--- src/hw/rtl/fgra_pkg.sv ---
// ----------------------------------------------------------------------------
// fgra_pkg
// shared types and constants of the font glyph rom address block
// ----------------------------------------------------------------------------
package fgra_pkg;

    localparam int TABLE_ENTRIES = 228;
    localparam int TBL_IDX_W     = (TABLE_ENTRIES > 1) ? $clog2(TABLE_ENTRIES) : 1;
    localparam int TBL_CNT_W     = $clog2(TABLE_ENTRIES + 1);

    localparam int ADDR_W = 24;

    localparam logic [7:0] BYTE_40 = 8'h40;
    localparam logic [7:0] BYTE_41 = 8'h41;
    localparam logic [7:0] BYTE_80 = 8'h80;
    localparam logic [7:0] BYTE_A1 = 8'hA1;
    localparam logic [7:0] BYTE_A8 = 8'hA8;
    localparam logic [7:0] BYTE_AA = 8'hAA;
    localparam logic [7:0] BYTE_B0 = 8'hB0;
    localparam logic [7:0] BYTE_F8 = 8'hF8;

    localparam logic [6:0] MULT_ONE = 7'd1;
    localparam logic [6:0] MULT_97  = 7'd97;
    localparam logic [6:0] MULT_96  = 7'd96;
    localparam logic [6:0] MULT_94  = 7'd94;

    localparam logic [ADDR_W-1:0] BASE_NARROW = 24'h0780B7;
    localparam logic [ADDR_W-1:0] BASE_REMAP  = 24'h047800;
    localparam logic [ADDR_W-1:0] BASE_LOWROW = 24'h03BD80;
    localparam logic [ADDR_W-1:0] BASE_SYMBOL = 24'h034E00;
    localparam logic [ADDR_W-1:0] BASE_ROW_AA = 24'h03DF40;
    localparam logic [ADDR_W-1:0] BASE_MAIN   = 24'h000000;
    localparam logic [ADDR_W-1:0] BASE_ROW_F8 = 24'h0425C0;

    localparam logic [ADDR_W-1:0] ROM_LOW  = 24'h800000;
    localparam logic [ADDR_W:0]   ROM_HIGH = 25'h0A00000;

    localparam logic [5:0] BYTES_NARROW = 6'd16;
    localparam logic [5:0] BYTES_WIDE   = 6'd32;

    typedef struct packed {
        logic [7:0] key_high;
        logic [7:0] key_low;
        logic [7:0] map_low;
        logic [7:0] map_high;
    } fgra_entry_t;

    typedef struct packed {
        logic [7:0]        hv;
        logic [7:0]        sub;
        logic [6:0]        mult;
        logic [7:0]        addend;
        logic [ADDR_W-1:0] base;
        logic              shift5;
    } fgra_op_t;

    typedef struct packed {
        logic mul_en;
        logic add_en;
    } fgra_step_t;

endpackage

--- src/hw/rtl/fgra_mac.sv ---
// ----------------------------------------------------------------------------
// fgra_mac
// shared multiply-add unit: base + (((hv - sub) * mult + addend) << 4 or 5)
// ----------------------------------------------------------------------------
module fgra_mac
    import fgra_pkg::*;
(
    input  logic              clk,
    input  fgra_op_t          op,
    input  fgra_step_t        step,
    output logic [ADDR_W-1:0] offset
);

    logic [ADDR_W-1:0] diff;
    logic [ADDR_W-1:0] prod_full;
    logic [ADDR_W-1:0] prod_reg;
    logic [ADDR_W-1:0] sum;
    logic [ADDR_W-1:0] offset_next;
    logic [ADDR_W-1:0] offset_reg;

    assign diff      = ADDR_W'(op.hv) - ADDR_W'(op.sub);
    assign prod_full = diff * ADDR_W'(op.mult);
    assign sum       = prod_reg + ADDR_W'(op.addend);
    assign offset_next = op.base + (op.shift5 ? (sum << 5) : (sum << 4));

    always_ff @(posedge clk)
    begin
        if (step.mul_en)
        begin
            prod_reg <= prod_full;
        end
        if (step.add_en)
        begin
            offset_reg <= offset_next;
        end
    end

    assign offset = offset_reg;

endmodule

--- config.mk ---
export PLATFORM = sky130hd
export DESIGN_NAME = fgra_mac
export DESIGN_NICKNAME = d
export VERILOG_FILES = /design/src/hw/rtl/fgra_pkg.sv /design/src/hw/rtl/fgra_mac.sv
export SDC_FILE = /design/constraint.sdc
export NUM_CORES = 1
export LEC_CHECK = 0
export BUFFER_PORTS_ARGS = -buffer_cell sky130_fd_sc_hd__buf_2
export CORE_MARGIN = 3
export CORE_UTILIZATION = 46
export DETAILED_ROUTE_END_ITERATION = 8
export PLACE_DENSITY = 0.69
export SYNTH_ARGS = -nofsm -noshare
export SYNTH_HDL_FRONTEND = slang
export SYNTH_SLANG_ARGS = --single-unit
export TNS_END_PERCENT = 10
--- constraint.sdc ---
create_clock -name clk -period 5 [get_ports clk]
set_input_delay 0 -clock clk [delete_from_list [all_inputs] [get_ports clk]]
set_output_delay 0 -clock clk [all_outputs]
set_load 0.01 [all_outputs]
---- After elaboration in Yosys (flattened, before gate mapping) ----
Index checks and enable logic that the tools add are counted.
storage, ports and cells
  output and inout bits ................... 24
  logic and storage cells ................. 7
  flip-flop bits (word level) ............. 41
cells by class
  muxes and demuxes ....................... 1
  add/sub/neg operators ................... 3
  multiply operators ...................... 1
operator list
  operator        number
  $add 24x24->24  1
  $mux 24         1
  $add 20x8->20   1
  $mul 9x8->17    1
  $sub 8x8->9     1

---- Depth between registers and ports, before layout ----
  depth in word-level cells ............... 3
  mapped depth ............................ 25
  depth with buffers taken out ............ 24

---- Worst setup path before layout ----
No wires, ideal clock.
  kind .................................... input-to-reg
  from .................................... input port op[48] (netlist name)
  to ...................................... register prod_reg[16] (netlist name)
  arrival ................................. 5.295 ns
  path slack .............................. -0.485 ns
  cell stages on the path ................. 23
  required time ........................... 4.810 ns
  path buffers ............................ 0
  cells stage by stage .................... inv_1 -> ha_1 -> fa_1 -> nor2b_1 -> o21ai_1 -> a21boi_0 -> o21a_1 -> nor3_1 -> or3b_2 -> fa_1 -> inv_1 -> fa_1 -> fa_1 -> inv_1 -> fa_1 -> inv_1 -> ha_1 -> and3_1 -> and3_1 -> a21oi_1 -> a31oi_1 -> mux2i_1 -> a2111oi_2
on the way
  cells in the longest elaborated chain, start to end .. 2
RTL lines
  item                     line            source
  start: declaration       fgra_mac.sv:9   input fgra_op_t op,
  $sub 8x8->9              fgra_mac.sv:21  assign diff = ADDR_W'(op.hv) - ADDR_W'(op.sub);
  $mul 9x8->17             fgra_mac.sv:22  assign prod_full = diff * ADDR_W'(op.mult);
  named net prod_full[16]  fgra_mac.sv:15  logic [ADDR_W-1:0] prod_full;
The timed path passes the listed nets, and every way through them passes these cells.
A chain may end at the register's enable or synchronous reset.

---- Worst setup path in the final report ----
  from .................................... input port op[40] (netlist name)
  to ...................................... register prod_reg[16] (netlist name)
on the way
  cells in the longest elaborated chain, start to end .. 2
RTL lines
  item                     line
  $sub 8x8->9              fgra_mac.sv:21
  $mul 9x8->17             fgra_mac.sv:22
  named net prod_full[16]  fgra_mac.sv:15
The timed path passes the listed nets, and every way through them passes these cells.

==> results.toml <==
[cells_and_area]
nets = 981
largest_reg_flops = 24
finalNonFillerCells = 970
area_growth_pct = 26.3
nFillCells = 1032
diodes = 0
drive_above_1_share_pct = 27.9

[placed_design]
place_ws_ps = -457
numPortBuffers = 82
routabilityCongestion = 0.984
hpwl_um = 10800
dp_cells = 950

[sta]
rsz0062_at_grt = "yes"
maxSlewViolCount = 0
slew_headroom_pct = 51.6
timing.final.ws_setup_ps = 18.3
fmax_ghz = 0.201
hold_viol = 0
finalCriticalPeriod_ps = 4980
max_slew.worst_pin.slew_ps = 720
clock_skew_ps = 3.81
setup_viol = 0
period_share_pct = 99.6

[global_route]
grt_pass1_vias = 5187
antenna_found_initial = 0
grtUsageTotal_pct = 18.2
grt_pass1_wl_um = 22200
grt_max_degree = 25
grt_overflow = 0

[power_and_ir_drop]
power_density_nw_per_um2 = 785
pwr-share-clk_pct = 6.8
ir_drop_mv = 0.361
swShare_pct = 42.4
power_frac_seq_pct = 13.4
p_int_w = 0.00347
pwr-share-comb_pct = 79.9
switchingPower_w = 0.00256
p_leak_nw = 3.62

[yosys]
ys_seq_area_share_pct = 20.2
syn_inst = 651
synthFlopType = "edfxtp_1"
syn_area_per_cell_um2 = 9.35
yosysTopAreaCell = "edfxtp_1"
ys_top_cells_by_area = "edfxtp_1, fa_1, ha_1"
synth_most_common_cell = "inv_1"
async_flop_share_pct = 0
mappedNetlistArea_um2 = 6090
yosysWarnings = 0
synth-seq-cells = 41
synth_edf_count = 41
synthTopCellsByCount = "inv_1, ha_1, fa_1"
ys_types = 62
synth_top_area_share_pct = 20.2
syn-num-nets = 835

[clock_tree]
cts.htree.levels = 2
clkLatencyLatePin_ps = 280
clockBufferDepth = 2
clkSinkCount = 41
cts-root-buf = "clkbuf_16"
cts_tree = "done"
numCtsBuffers = 5
cts.clk_slew.worst_paths_ps = 50

[die]
die_y_um = 121
die_w_um = 121
rows = 41
coreArea_um2 = 12800
num_io_pins = 83
die_area_um2 = 14600
initial_core_util_pct = 47.7

[worst_setup_path]
cp_common_cell = "fa_1"
cp-start-kind = "input port"
crit_buf_inv = 3
required_ps = 5090
crit_fanout = 6
worst_ep_arrival_time_ps = 5070
slowest_delay_ps = 560
crit_slowest_cell = "fa_1"
path_class = "input port to flip-flop"
cp_cell_sequence = "buf_6, ha_4, fa_2, nor2b_1, o21ai_1, a21boi_1, o21a_1, o211ai_1, and3_4, fa_1, fa_1, fa_1, inv_2, fa_1, inv_2, ha_4, and3_4, and3_4, a21oi_4, a31oi_4, mux2i_1, a2111oi_2"
cp-end-kind = "flip-flop"
crit_family = "adder cells"

[flow_run]
maxCapViolCount = 0

[routing]
ant_nets = 0
detail_route.wl_per_cell_um = 13.4
drt_iter0_markers = 273
firstDrtPassIters = 4
drt-vias-per-instance = 5.18
drt-total-wl_um = 13000
route.vias.total = 5029
drc_errors = 0

[min_path]
holdCritPathClass = "input port to flip-flop"

[run_status]
status = "complete, no violations"
placed cells by master (no fill, tap or decap), types with 9 or more instances in the layout:
master	synthesis	layout
and2_1	18	18
nor2_1	36	35
ha_4	0	11
nand2b_1	9	9
mux2i_1	10	9
xnor2_1	32	31
nand2_1	32	32
edfxtp_1	41	41
inv_1	98	90
and3_1	17	12
ha_1	71	60
fa_1	54	51
nand3_1	18	18
nor2b_1	20	19
buf_4	0	68
a21o_1	17	17
a211oi_1	10	9
a21oi_1	27	25
o21ai_0	21	17
buf_2	3	79
xor2_1	9	9
area by class of cell:
cell class / count / area, µm² / share of cell area (%)
Multi-Input combinational cell: 497 / 4680 / 60.9
Sequential cell: 41 / 1230 / 16.0
Timing Repair Buffer: 154 / 992 / 12.9
Inverter: 98 / 375 / 4.88
Tap cell: 172 / 215 / 2.80
Clock buffer: 5 / 125 / 1.63
Clock inverter: 3 / 65.1 / 0.846
path summary, 6_finish.rpt:
check	startpoint	end	slack (ps)	cells after the start
max	op[40]	prod_reg[16]$_DFFE_PP_	20	22
min	op[5]	offset[4]$_DFFE_PP_	20	2
max reg2reg	prod_reg[0]$_DFFE_PP_	offset[23]$_DFFE_PP_	640	15
min reg2reg	prod_reg[0]$_DFFE_PP_	offset[4]$_DFFE_PP_	850	3
layer usage:
| layer | vias up | wire length (µm) | track usage (%) | part of all wire (%) |
|---|---|---|---|---|
| li1 | 2543 | - | - | - |
| met1 | 2339 | 5450 | 20.6 | 42 |
| met2 | 131 | 6810 | 35.6 | 53 |
| met3 | 16 | 560 | 1.91 | 4.3 |
| met4 | 0 | 145 | 5.17 | 1.1 |
| met5 | - | 0 | 0 | 0 |
stage by stage:
step                instance area (µm²)  util, %  total power [W]  setup TNS (ps)  hold slack (ps)
floorplan                          6180        -          0.00392            -188             98.9
global placement                   7190     56.3          0.00509           -1180              180
detailed placement                 7190     56.3          0.00528           -1860              181
CTS                                7550     59.1          0.00585           -43.8             20.0
global route                       7690     60.2          0.00667            -616             23.6
finish                             7690     60.2          0.00603               0             22.2
logic make-up (layout without fill, tap and decap cells):
group | count (synthesis) | count (layout) | share of synthesized area (%)
flops | 41 | 41 | 20.2
buf+inv | 113 | 260 | 7.03
fa+ha+maj | 125 | 125 | 32.4
simple gates | 180 | 180 | 15.7
xor+xnor | 41 | 41 | 5.90
compound gates | 132 | 132 | 15.5
mux | 19 | 19 | 3.31
power groups by stage:
| stage | clock network, W | registers [W] | logic, W |
|---|---|---|---|
| finish | 0.000408 | 0.000807 | 0.00482 |
| global route | 0.000432 | 0.000824 | 0.00541 |
| CTS | 0.000415 | 0.000807 | 0.00463 |
| detailed placement | 0 | 0.000814 | 0.00446 |
| global placement | 0 | 0.000807 | 0.00429 |
| floorplan | 0 | 0.000842 | 0.00308 |
what timing repair did:
action                                  CTS  global route
hold buffers                              4             0
buffers inserted                          2             6
gates cloned                              0             0
pin swaps                                26            36
gates resized for setup                  23            19
hold endpoints to repair                  4             0
endpoints found under the setup margin    3             7
No activity file was read; power rests on OpenSTA's default activity.
